<file path="src/rtl/fsel_pkg.sv">
// Package for the fault supervisor with error log.
// Holds shared constants, codes and the queue entry type; no dependencies.
package fsel_pkg;

    localparam int LOG_DEPTH = 16;
    localparam int PTR_W     = $clog2(LOG_DEPTH);
    localparam int FILL_W    = $clog2(LOG_DEPTH + 1);

    typedef enum logic [1:0] {
        OP_LOG   = 2'd0,
        OP_DUMP  = 2'd1,
        OP_RESET = 2'd2,
        OP_CHECK = 2'd3
    } op_t;

    typedef enum logic [1:0] {
        MODE_NORMAL   = 2'd0,
        MODE_WARNING  = 2'd1,
        MODE_ERROR    = 2'd2,
        MODE_RECOVERY = 2'd3
    } mode_t;

    localparam logic [2:0] KIND_STATUS = 3'd0;
    localparam logic [2:0] KIND_ENTRY  = 3'd1;
    localparam logic [2:0] KIND_TERM   = 3'd2;
    localparam logic [2:0] KIND_ACK    = 3'd3;
    localparam logic [2:0] KIND_NACK   = 3'd4;

    localparam logic [7:0] RESET_KEY     = 8'hAA;
    localparam logic [7:0] CODE_RST_ACK  = 8'hBB;
    localparam logic [7:0] CODE_RCV_ACK  = 8'hAA;
    localparam logic [7:0] CODE_BAD_KEY  = 8'h00;
    localparam logic [7:0] CODE_NOT_ERR  = 8'h01;
    localparam logic [7:0] CODE_OVERVOLT = 8'hCC;
    localparam logic [7:0] CODE_FAIL     = 8'hEE;
    localparam logic [15:0] TIMEOUT_DET  = 16'hFFFF;

    localparam logic [1:0] REG_BUS_OV  = 2'd0;
    localparam logic [1:0] REG_MOD_OC  = 2'd1;
    localparam logic [1:0] REG_TIMEOUT = 2'd2;
    localparam logic [1:0] REG_STABLE  = 2'd3;

    localparam logic [1:0] SEV_WARN = 2'd1;
    localparam logic [1:0] SEV_CRIT = 2'd2;

    // Classified command held between front and back
    typedef struct packed {
        op_t         op;
        logic [31:0] now_ms;
        logic [2:0]  source;
        logic [1:0]  severity;
        logic [15:0] detail;
        logic        key_ok;
        logic [15:0] bus_mv;
        logic [47:0] currents;
        logic [2:0]  current_valid;
    } cmd_t;

    typedef enum logic [1:0] {
        ST_IDLE = 2'd0,
        ST_DUMP = 2'd1,
        ST_TERM = 2'd2
    } back_state_t;

endpackage

</file>
<file path="src/rtl/fsel_front.sv">
// Front end: accepts input transfers, checks the reset key and queues commands.
// Depends on fsel_pkg.
module fsel_front
    import fsel_pkg::*;
(
    input  logic        aclk,
    input  logic        aresetn,
    input  logic        s_valid,
    output logic        s_ready,
    input  logic [1:0]  s_op,
    input  logic [31:0] s_now_ms,
    input  logic [2:0]  s_source,
    input  logic [1:0]  s_severity,
    input  logic [15:0] s_detail,
    input  logic        s_key_present,
    input  logic [7:0]  s_reset_key,
    input  logic [15:0] s_bus_mv,
    input  logic [15:0] s_drive_current_ma,
    input  logic [15:0] s_extruder_current_ma,
    input  logic [15:0] s_scrub_current_ma,
    input  logic [2:0]  s_current_valid,
    output logic        q_valid,
    input  logic        q_ready,
    output cmd_t        q_cmd
);

    // Two-entry queue
    cmd_t       mem_reg [2];
    logic       wr_ptr_reg, rd_ptr_reg;
    logic [1:0] cnt_reg;
    cmd_t       cmd_in;
    logic       push, pop;

    always_comb begin
        cmd_in.op            = op_t'(s_op);
        cmd_in.now_ms        = s_now_ms;
        cmd_in.source        = s_source;
        cmd_in.severity      = s_severity;
        cmd_in.detail        = s_detail;
        cmd_in.key_ok        = s_key_present && (s_reset_key == RESET_KEY);
        cmd_in.bus_mv        = s_bus_mv;
        cmd_in.currents      = {s_scrub_current_ma, s_extruder_current_ma,
                                s_drive_current_ma};
        cmd_in.current_valid = s_current_valid;
    end

    assign s_ready = (cnt_reg != 2'd2);
    assign q_valid = (cnt_reg != 2'd0);
    assign q_cmd   = mem_reg[rd_ptr_reg];
    assign push    = s_valid && s_ready;
    assign pop     = q_valid && q_ready;

    always_ff @(posedge aclk) begin
        if (push) begin
            mem_reg[wr_ptr_reg] <= cmd_in;
        end
    end

    always_ff @(posedge aclk) begin
        if (!aresetn) begin
            wr_ptr_reg <= 1'b0;
            rd_ptr_reg <= 1'b0;
            cnt_reg    <= 2'd0;
        end else begin
            if (push) wr_ptr_reg <= ~wr_ptr_reg;
            if (pop)  rd_ptr_reg <= ~rd_ptr_reg;
            cnt_reg <= cnt_reg + {1'b0, push} - {1'b0, pop};
        end
    end

endmodule

</file>
<file path="src/rtl/fsel_back.sv">
// Back end: mode control, ring log, lockouts, recovery checks and dump walk.
// Depends on fsel_pkg.
module fsel_back
    import fsel_pkg::*;
(
    input  logic        aclk,
    input  logic        aresetn,
    input  logic        cfg_we,
    input  logic [1:0]  cfg_index,
    input  logic [31:0] cfg_data,
    input  logic        q_valid,
    output logic        q_ready,
    input  cmd_t        q_cmd,
    output logic        m_valid,
    input  logic        m_ready,
    output logic [2:0]  m_kind,
    output logic [7:0]  m_reply_code,
    output logic [5:0]  m_entry_number,
    output logic [2:0]  m_entry_source,
    output logic [1:0]  m_entry_severity,
    output logic [15:0] m_entry_detail,
    output logic [23:0] m_entry_time,
    output logic [1:0]  m_mode,
    output logic        m_power_allowed,
    output logic [3:0]  m_lockout_mask,
    output logic [5:0]  m_log_count,
    output logic        m_last
);

    // Configuration registers
    logic [15:0] bus_ov_reg, mod_oc_reg;
    logic [31:0] timeout_reg;
    logic [7:0]  stable_reg;

    always_ff @(posedge aclk) begin
        if (!aresetn) begin
            bus_ov_reg  <= 16'd30000;
            mod_oc_reg  <= 16'd10000;
            timeout_reg <= 32'd5000;
            stable_reg  <= 8'd10;
        end else if (cfg_we) begin
            unique case (cfg_index)
                REG_BUS_OV:  bus_ov_reg  <= cfg_data[15:0];
                REG_MOD_OC:  mod_oc_reg  <= cfg_data[15:0];
                REG_TIMEOUT: timeout_reg <= cfg_data;
                REG_STABLE:  stable_reg  <= cfg_data[7:0];
                default: ;
            endcase
        end
    end

    // Supervisor state
    mode_t              mode_reg, mode_next;
    logic [PTR_W-1:0]   head_reg, head_next;
    logic [FILL_W-1:0]  fill_reg, fill_next;
    logic [2:0]         lock_reg, lock_next;
    logic               all_reg, all_next;
    logic [7:0]         clean_reg, clean_next;
    logic [31:0]        rstart_reg, rstart_next;
    back_state_t        st_reg, st_next;
    logic [FILL_W-1:0]  idx_reg, idx_next;

    // Log memory: src, sev, detail, stamp
    logic [44:0]        log_mem [LOG_DEPTH];
    logic [44:0]        rd_data_reg;
    logic               log_we;
    logic [44:0]        log_wdata;
    logic [PTR_W-1:0]   rd_addr;

    // Output register
    logic        out_valid_reg, out_valid_next;
    logic [2:0]  kind_reg, kind_next;
    logic [7:0]  code_reg, code_next;
    logic [5:0]  num_reg, num_next;
    logic        entry_reg, entry_next;
    logic        last_reg, last_next;

    logic        out_free;
    logic [31:0] elapsed;
    logic        oc_hit;
    logic [1:0]  oc_idx;
    logic [15:0] oc_val;
    logic [2:0]  ev_src;
    logic [1:0]  ev_sev;
    logic [15:0] ev_det;
    logic        do_log;
    logic [7:0]  clean_inc;
    logic [FILL_W:0] start_sum;
    logic        rd_pending_reg;

    assign out_free = !out_valid_reg || m_ready;
    assign elapsed  = q_cmd.now_ms - rstart_reg;
    assign clean_inc = clean_reg + 8'd1;

    // First valid module at or over the current limit, in module order
    always_comb begin
        oc_hit = 1'b0;
        oc_idx = 2'd0;
        oc_val = 16'd0;
        for (int i = 2; i >= 0; i--) begin
            if (q_cmd.current_valid[i] && q_cmd.currents[16*i +: 16] >= mod_oc_reg) begin
                oc_hit = 1'b1;
                oc_idx = 2'(i);
                oc_val = q_cmd.currents[16*i +: 16];
            end
        end
    end

    // Ring read address for the next dump frame
    always_comb begin
        if (fill_reg < FILL_W'(LOG_DEPTH)) begin
            start_sum = {1'b0, idx_reg};
        end else begin
            start_sum = (FILL_W+1)'(head_reg) + (FILL_W+1)'(idx_reg);
        end
        if (start_sum >= (FILL_W+1)'(LOG_DEPTH)) begin
            start_sum = start_sum - (FILL_W+1)'(LOG_DEPTH);
        end
        rd_addr = start_sum[PTR_W-1:0];
    end

    // Command execution
    always_comb begin
        mode_next      = mode_reg;
        head_next      = head_reg;
        fill_next      = fill_reg;
        lock_next      = lock_reg;
        all_next       = all_reg;
        clean_next     = clean_reg;
        rstart_next    = rstart_reg;
        st_next        = st_reg;
        idx_next       = idx_reg;
        out_valid_next = out_valid_reg && !m_ready;
        kind_next      = kind_reg;
        code_next      = code_reg;
        num_next       = num_reg;
        entry_next     = entry_reg;
        last_next      = last_reg;
        q_ready        = 1'b0;
        do_log         = 1'b0;
        ev_src         = q_cmd.source;
        ev_sev         = q_cmd.severity;
        ev_det         = q_cmd.detail;

        unique case (st_reg)
            ST_IDLE: begin
                if (q_valid && out_free) begin
                    q_ready        = 1'b1;
                    out_valid_next = 1'b1;
                    kind_next      = KIND_STATUS;
                    code_next      = 8'd0;
                    num_next       = 6'd0;
                    entry_next     = 1'b0;
                    last_next      = 1'b1;
                    unique case (q_cmd.op)
                        OP_LOG: do_log = 1'b1;
                        OP_DUMP: begin
                            idx_next = '0;
                            if (fill_reg == '0) begin
                                kind_next = KIND_TERM;
                            end else begin
                                out_valid_next = 1'b0;
                                st_next        = ST_DUMP;
                            end
                        end
                        OP_RESET: begin
                            kind_next = KIND_NACK;
                            if (!q_cmd.key_ok) begin
                                code_next = CODE_BAD_KEY;
                            end else if (mode_reg != MODE_ERROR) begin
                                code_next = CODE_NOT_ERR;
                            end else begin
                                kind_next   = KIND_ACK;
                                code_next   = CODE_RST_ACK;
                                head_next   = '0;
                                fill_next   = '0;
                                mode_next   = MODE_RECOVERY;
                                clean_next  = 8'd0;
                                rstart_next = q_cmd.now_ms;
                            end
                        end
                        OP_CHECK: begin
                            if (mode_reg != MODE_RECOVERY) begin
                                kind_next = KIND_STATUS;
                            end else if (elapsed >= timeout_reg) begin
                                mode_next = MODE_ERROR;
                                do_log    = 1'b1;
                                ev_src    = 3'd0;
                                ev_sev    = SEV_CRIT;
                                ev_det    = TIMEOUT_DET;
                                kind_next = KIND_NACK;
                                code_next = CODE_FAIL;
                            end else if (q_cmd.bus_mv >= bus_ov_reg) begin
                                clean_next = 8'd0;
                                do_log     = 1'b1;
                                ev_src     = 3'd5;
                                ev_sev     = SEV_CRIT;
                                ev_det     = q_cmd.bus_mv;
                                kind_next  = KIND_NACK;
                                code_next  = CODE_OVERVOLT;
                            end else if (oc_hit) begin
                                clean_next = 8'd0;
                                do_log     = 1'b1;
                                ev_src     = 3'(oc_idx) + 3'd1;
                                ev_sev     = SEV_CRIT;
                                ev_det     = oc_val;
                                kind_next  = KIND_NACK;
                                code_next  = CODE_FAIL;
                            end else if (clean_inc >= stable_reg) begin
                                lock_next  = 3'd0;
                                all_next   = 1'b0;
                                clean_next = 8'd0;
                                mode_next  = MODE_NORMAL;
                                kind_next  = KIND_ACK;
                                code_next  = CODE_RCV_ACK;
                            end else begin
                                clean_next = clean_inc;
                            end
                        end
                        default: ;
                    endcase
                end
            end
            ST_DUMP: begin
                // read data for idx_reg arrives the cycle after issue
                if (rd_pending_reg && out_free) begin
                    out_valid_next = 1'b1;
                    kind_next      = KIND_ENTRY;
                    code_next      = 8'd0;
                    num_next       = 6'(idx_reg);
                    entry_next     = 1'b1;
                    last_next      = 1'b0;
                    idx_next       = idx_reg + 1'b1;
                    if (idx_reg + 1'b1 == fill_reg) st_next = ST_TERM;
                end
            end
            ST_TERM: begin
                if (out_free) begin
                    out_valid_next = 1'b1;
                    kind_next      = KIND_TERM;
                    num_next       = 6'd0;
                    entry_next     = 1'b0;
                    last_next      = 1'b1;
                    st_next        = ST_IDLE;
                end
            end
            default: st_next = ST_IDLE;
        endcase

        // Apply a logged event: ring write and mode/lockout effect
        if (do_log) begin
            head_next = (head_reg == PTR_W'(LOG_DEPTH - 1)) ? '0 : head_reg + 1'b1;
            if (fill_reg < FILL_W'(LOG_DEPTH)) fill_next = fill_reg + 1'b1;
            if (ev_sev == SEV_CRIT) begin
                mode_next = MODE_ERROR;
                if (ev_src >= 3'd1 && ev_src <= 3'd3) begin
                    lock_next = lock_reg | (3'd1 << (ev_src - 3'd1));
                end else begin
                    all_next = 1'b1;
                end
            end else if (ev_sev == SEV_WARN && mode_reg == MODE_NORMAL) begin
                mode_next = MODE_WARNING;
            end
        end
    end

    assign log_we    = do_log;
    assign log_wdata = {ev_src, ev_sev, ev_det, q_cmd.now_ms[23:0]};

    // Log memory with registered read
    always_ff @(posedge aclk) begin
        if (log_we) log_mem[head_reg] <= log_wdata;
        rd_data_reg <= log_mem[rd_addr];
    end

    always_ff @(posedge aclk) begin
        if (!aresetn) begin
            mode_reg       <= MODE_NORMAL;
            head_reg       <= '0;
            fill_reg       <= '0;
            lock_reg       <= 3'd0;
            all_reg        <= 1'b0;
            clean_reg      <= 8'd0;
            rstart_reg     <= 32'd0;
            st_reg         <= ST_IDLE;
            idx_reg        <= '0;
            out_valid_reg  <= 1'b0;
            rd_pending_reg <= 1'b0;
        end else begin
            mode_reg      <= mode_next;
            head_reg      <= head_next;
            fill_reg      <= fill_next;
            lock_reg      <= lock_next;
            all_reg       <= all_next;
            clean_reg     <= clean_next;
            rstart_reg    <= rstart_next;
            st_reg        <= st_next;
            idx_reg       <= idx_next;
            out_valid_reg <= out_valid_next;
            // a read is valid once the dump index is held unchanged while in ST_DUMP
            rd_pending_reg <= (st_next == ST_DUMP) && (st_reg == ST_DUMP)
                              && (idx_next == idx_reg);
        end
    end

    // Result payload registers
    logic [44:0] ent_reg;
    always_ff @(posedge aclk) begin
        kind_reg  <= kind_next;
        code_reg  <= code_next;
        num_reg   <= num_next;
        entry_reg <= entry_next;
        last_reg  <= last_next;
        if (st_reg == ST_DUMP && rd_pending_reg && out_free) ent_reg <= rd_data_reg;
    end

    // Status fields reflect the state after the step
    assign m_valid          = out_valid_reg;
    assign m_kind           = kind_reg;
    assign m_reply_code     = code_reg;
    assign m_entry_number   = entry_reg ? num_reg : 6'd0;
    assign m_entry_source   = entry_reg ? ent_reg[44:42] : 3'd0;
    assign m_entry_severity = entry_reg ? ent_reg[41:40] : 2'd0;
    assign m_entry_detail   = entry_reg ? ent_reg[39:24] : 16'd0;
    assign m_entry_time     = entry_reg ? ent_reg[23:0] : 24'd0;
    assign m_mode           = mode_reg;
    assign m_power_allowed  = (mode_reg == MODE_NORMAL) || (mode_reg == MODE_WARNING);
    assign m_lockout_mask   = ((mode_reg == MODE_ERROR) || (mode_reg == MODE_RECOVERY))
                              ? {all_reg, lock_reg} : 4'd0;
    assign m_log_count      = 6'(fill_reg);
    assign m_last           = last_reg;

endmodule

</file>
<file path="src/rtl/fault_supervisor_with_error_log.sv">
// Top level of the fault supervisor with error log.
// Depends on fsel_pkg, fsel_front and fsel_back.
//
// Commands are queued by the front end (two deep) and executed by the back end one at a
// time. Log, reset and check commands give one result each; a dump gives one entry frame
// per entry held in the log, each from a registered read of the log memory, then a
// terminator. Status fields show the state after each step.
// No clearing pass is needed after reset.
module fault_supervisor_with_error_log
    import fsel_pkg::*;
(
    input  logic        aclk,
    input  logic        aresetn,
    input  logic        cfg_we,
    input  logic [1:0]  cfg_index,
    input  logic [31:0] cfg_data,
    input  logic        s_valid,
    output logic        s_ready,
    input  logic [1:0]  s_op,
    input  logic [31:0] s_now_ms,
    input  logic [2:0]  s_source,
    input  logic [1:0]  s_severity,
    input  logic [15:0] s_detail,
    input  logic        s_key_present,
    input  logic [7:0]  s_reset_key,
    input  logic [15:0] s_bus_mv,
    input  logic [15:0] s_drive_current_ma,
    input  logic [15:0] s_extruder_current_ma,
    input  logic [15:0] s_scrub_current_ma,
    input  logic [2:0]  s_current_valid,
    output logic        m_valid,
    input  logic        m_ready,
    output logic [2:0]  m_kind,
    output logic [7:0]  m_reply_code,
    output logic [5:0]  m_entry_number,
    output logic [2:0]  m_entry_source,
    output logic [1:0]  m_entry_severity,
    output logic [15:0] m_entry_detail,
    output logic [23:0] m_entry_time,
    output logic [1:0]  m_mode,
    output logic        m_power_allowed,
    output logic [3:0]  m_lockout_mask,
    output logic [5:0]  m_log_count,
    output logic        m_last
);

    logic q_valid, q_ready;
    cmd_t q_cmd;

    fsel_front u_front (
        .aclk, .aresetn, .s_valid, .s_ready, .s_op, .s_now_ms, .s_source,
        .s_severity, .s_detail, .s_key_present, .s_reset_key, .s_bus_mv,
        .s_drive_current_ma, .s_extruder_current_ma, .s_scrub_current_ma,
        .s_current_valid, .q_valid, .q_ready, .q_cmd
    );

    fsel_back u_back (
        .aclk, .aresetn, .cfg_we, .cfg_index, .cfg_data, .q_valid, .q_ready,
        .q_cmd, .m_valid, .m_ready, .m_kind, .m_reply_code, .m_entry_number,
        .m_entry_source, .m_entry_severity, .m_entry_detail, .m_entry_time,
        .m_mode, .m_power_allowed, .m_lockout_mask, .m_log_count, .m_last
    );

endmodule

</file>
<file path="config.mk">
export PLATFORM = sky130hd
export DESIGN_NAME = fault_supervisor_with_error_log
export DESIGN_NICKNAME = d
export VERILOG_FILES = /design/src/rtl/fsel_pkg.sv /design/src/rtl/fsel_front.sv /design/src/rtl/fsel_back.sv /design/src/rtl/fault_supervisor_with_error_log.sv
export SDC_FILE = /design/constraint.sdc
export NUM_CORES = 1
export LEC_CHECK = 0
export ABC_CLOCK_PERIOD_IN_PS = 11900
export BUFFER_PORTS_ARGS = -buffer_cell sky130_fd_sc_hd__buf_2
export CORE_AREA = 8 8 428 430
export DETAILED_ROUTE_END_ITERATION = 8
export DIE_AREA = 0 0 436 438
export PLACE_DENSITY_LB_ADDON = 0.08
export SYNTH_ARGS = -nofsm -noshare
export SYNTH_HDL_FRONTEND = slang
export SYNTH_HIERARCHICAL = 1
export SYNTH_SLANG_ARGS = --single-unit
</file>
<file path="constraint.sdc">
create_clock -name aclk -period 11.9 [get_ports aclk]
set_clock_uncertainty 0.1 [all_clocks]
set_input_delay 2.975 -clock aclk [delete_from_list [all_inputs] [get_ports aclk]]
set_output_delay 2.975 -clock aclk [all_outputs]
set_load 0.1 [all_outputs]
</file>
Word-level counts from Yosys, hierarchy flattened. Memory sizes are Yosys's and may differ from the RTL's. A register that Yosys moved wholly into a read port is not among the register bits. Index checks and enable logic that the tools add are counted.

Register bits after elaboration: 204. RAM bits: 966. Output and inout bits: 78. Memories: 2.

Memories: u_back.log_mem (depth 16, bits a word 45, rd ports 1, clocked after memory_dff 1, wr ports 1, line fsel_back.sv:64) `logic [44:0] log_mem [LOG_DEPTH];`; u_front.mem_reg (depth 2, bits a word 123, rd ports 1, clocked after memory_dff 1, wr ports 1, line fsel_front.sv:28) `cmd_t mem_reg [2];`.

Add/subtract/negate cells: 11. Order comparisons: 10. Equality and inequality tests: 29. Shifts and indexed selects: 1. Muxes and demuxes: 163. Bitwise logic cells: 4. Reductions and logical operators: 42.

Operators with widths (count): 2-to-1 mux 16 bit (11); 2-to-1 mux 8 bit (16); 2-to-1 mux 3 bit (28); greater-or-equal comparator 16 bit (4); 2-to-1 mux 2 bit (31); 2-to-1 mux 5 bit (10); one-hot mux 8 bit (2 select lines) (3); 2-to-1 mux 1 bit (39); 2-to-1 mux 4 bit (9); greater-or-equal comparator 32 bit (1); subtractor 32 bit (1); 2-to-1 mux 6 bit (5); 2-to-1 mux 24 bit (1); one-hot mux 3 bit (3 select lines) (2); one-hot mux 6 bit (3 select lines) (1); == test 2 bit (second input constant) (8); logical AND 1 bit (15); nonzero test 2 bit (7); == test 2 x 1 -> 1 bit (second input constant) (6); inequality test 2 bit (second input constant) (6); adder 5 x 1 -> 5 bit (second input constant) (2); == test 5 bit (2); inequality test 2 x 1 -> 1 bit (second input constant) (5); one-hot mux 5 bit (2 select lines) (1); other kinds (32) (46).

Logic depth before layout (Yosys ltp).
Word-level depth: 19. Depth in mapped cells: 28. Depth with buffers taken out: 24.

By module. Netlist, hierarchy kept.

Modules (own cells, without submodules): fsel_back (instances 1, cells an instance 2813, area an instance 41443.5 µm², seq. area each 27045.9 µm²); fsel_front (instances 1, cells an instance 415, area an instance 9451.6 µm², seq. area each 7487.2 µm²).

Worst setup path before layout. OpenSTA, ideal clock, no wires.

Path type: register to register. Start: reg with a tool-made name. End: mem u_back.log_mem[3][0], enable pin. Setup time: 0.503 ns. Arrival: 8.473 ns. Setup slack: 2.824 ns. Stages on the path, launching flop included: 29. Path buffers: 4. Period minus slack after synthesis: 9.076 ns. Cell sequence: dfxtp_1 buf_6 buf_8 buf_6 mux2_4 inv_1 ha_1 inv_1 fa_1 a21oi_1 o211ai_1 o2111ai_1 a2111o_1 o21ai_0 a211oi_1 or3_1 a211o_1 nand3_1 ha_1 nand4_1 nor4_1 o21ai_0 a31oi_1 nor2_1 a41o_1 a211oi_1 buf_2 nand2_1 nor3_1.

RTL lines (line): end: declaration (fsel_back.sv:64).

==> impl_metrics.yaml <==
status:
  outcome: "complete, no violations"
floorplan:
  ios: 248
  rows: 155
  die_area_um2: 191000
  start_util_pct: 28.8
  core_area_um2: 177000
  die-height_um: 438
  fp.dieW_um: 436
global_route:
  grt_max_degree: 101
  grt_pass1_wl_mm: 213
  track_usage_pct: 15.1
  antenna_found_initial: 7
  grt_overflow_total: 0
  grt_pass1_vias: 29282
logic_synthesis:
  avgSynthCellArea_um2: 15.8
  synth_seq_area_share_pct: 67.9
  synth_top_family_by_area: "multiplexers"
  synth_top_area_share_pct: 60.5
  muxShareOfSynthArea_pct: 12.5
  yosysWarnings: 6
  synth-simple-area-share_pct: 5.89
  synth-seq-cells: 1212
  yosys-top-cells-area: "edfxtp_1 61%, mux4_2 8.0%, dfxtp_1 7.3%"
  synth_compound_area_share_pct: 6.65
  synthCells: 3228
  synth-adder-area-share_pct: 3.94
  synthArstFlopShare_pct: 0
  dominantRegCellSynth: "edfxtp_1"
  yosysTopAreaCell: "edfxtp_1"
  synth_edf_count: 1026
  synthesis.area_um2: 50900
  synth_xor_area_share_pct: 0.723
  synthDistinctLibCells: 79
drt:
  drc: 0
  wl_mm: 147
  drt-vias-per-instance: 4.66
  first_pass_iters: 5
  drtAntennaViolNets: 0
  via_count: 28021
  drt_iter0_markers: 1737
  wire_per_inst_um: 24.4
layout:
  finalInstanceArea_um2: 59600
  layout_common_cells: "1,026 x edfxtp_1, 253 x nand2_1, 245 x buf_2"
  stdcell_count: 6012
  nets: 3865
  syn2layout_area_growth_pct: 17.2
  post-route-util_pct: 33.7
  final_common_cell: "edfxtp_1"
  largest_register_ffs: 720
  drive_above_1_share_pct: 23.4
timing:
  rsz0062_at_grt: "false"
  finalSetupTns_ns: 0
  post-route-period-util_pct: 72.4
  slew_viol_final: 0
  fin_ws_ns: 3.29
  hold_slack_ns: 0.301
  max_slew_margin_pct: 17.0
  fin_crit_ns: 8.61
  fmax_ghz: 0.116
  hold_viol: 0
  setup_viol: 0
  tightest_slew_ns: 1.24
power:
  total_power_mw: 11.7
  vdd_ir_drop_max_mv: 0.155
  leakage_nw: 20.7
  p_per_area_nw_per_um2: 196
place:
  placed_cells: 5745
  hpwlAfterDp_mm: 97.7
  io_buffer_count: 245
  place_area_um2: 55100
  pre_cts_ws_ns: 3.12
  gp_congestion: 0.783
clocking:
  cts_buffers: 144
  ctsHtreeMaxLevel: 4
  clkLatencyLatePin_ns: 0.79
  ctsRootBufferMaster: "clkbuf_16"
  clk_pin_slew_ns: 0.06
  clk_path_buf_depth: 3
  cts_setup_buffers: 0
  cts_resized: 0
  cts_sinks: 1212
  cts_tree: "built"
  cts_hold_buf: 0
critical_path:
  endpoint_kind: "register"
  cp-start-kind: "register"
  worst-setup-path-type: "register to register"
  worstPathRequired_ns: 12.21
  arrival_ns: 8.92
  path_max_fanout: 24
run:
  max-cap-violations: 0
hold_path:
  hold_class: "register to register"
## synthesized netlist by cell type (16+ instances only)
library cell,number
nand3_1,44
mux2_4,70
ha_1,157
nand2_1,253
xnor2_1,27
mux2i_1,64
inv_1,153
and2_1,65
o211ai_1,36
a21o_1,26
o21ai_0,61
a211oi_1,54
a211o_1,24
clkbuf_1,100
a221oi_1,20
nor3_1,24
o21a_1,16
dfxtp_1,186
edfxtp_1,1026
buf_1,21
a21oi_1,205
mux4_2,180
nor2b_1,54
mux2_2,55
nor2_1,91
a22oi_1,18
## path summary, 6_finish.rpt
check,from,to,slack [ns],depth (start not counted)
max,register,u_back/log_mem[6][44]$_DFFE_PP_,3.29,26
min,u_back/rd_data_reg[14]$_DFF_P_,u_back/ent_reg[14]$_DFFE_PP_,0.30,0
max reg2reg,register,u_back/log_mem[6][44]$_DFFE_PP_,3.29,26
min reg2reg,u_back/rd_data_reg[14]$_DFF_P_,u_back/ent_reg[14]$_DFFE_PP_,0.30,0
## layer usage
layer,global-route usage [%],share of wire (%)
met5,0,0.021
met4,4.73,2.8
met3,2.46,3.6
met2,24.4,47
met1,20.7,47
## critical path: stages, from the launching register on
cell	delay (ns)
dfxtp_4	0.66
mux2_4	0.38
inv_1	0.07
ha_1	0.21
inv_1	0.07
fa_1	0.20
a21oi_1	0.13
o211ai_1	0.21
o2111ai_1	0.21
a2111o_1	0.44
o21ai_0	0.55
a211oi_1	0.25
or3_1	0.45
a211o_1	0.27
nand3_1	0.09
ha_1	0.14
nand4_1	0.12
nor4_1	0.40
o21ai_0	0.21
a31oi_1	0.33
nor2_1	0.15
a41o_1	0.37
a211oi_2	0.28
buf_4	0.27
nand2_1	0.25
nor2_4	0.83
buf_4	0.52
## power by group
part	internal, mW	switching (mW)	total (mW)	leakage [nW]
combinational	0.728	1.73	2.45	7.68
sequential	5.00	0.0803	5.08	10.8
clock	2.39	1.79	4.18	2.17
total	8.12	3.59	11.7	20.7
## cell type report
| class | instances | area, µm² |
|---|---|---|
| repair buffers | 309 | 1730 |
| well taps | 2355 | 2950 |
| diodes | 5 | 12.5 |
| inverters | 154 | 586 |
| fillers | 17267 | 117000 |
| clock buffers | 188 | 3820 |
| flip-flops and latches | 1212 | 34500 |
| clock inverters | 74 | 664 |
| multi-input cells | 1715 | 15300 |
## cell families after synthesis
group | count (synthesis)
buf+inv | 302
other cells | 1
mux | 369
compound gates | 521
fa+ha+maj | 159
simple gates | 622
flops | 1212
xor+xnor | 42
No activity file was read; power rests on OpenSTA's default activity.
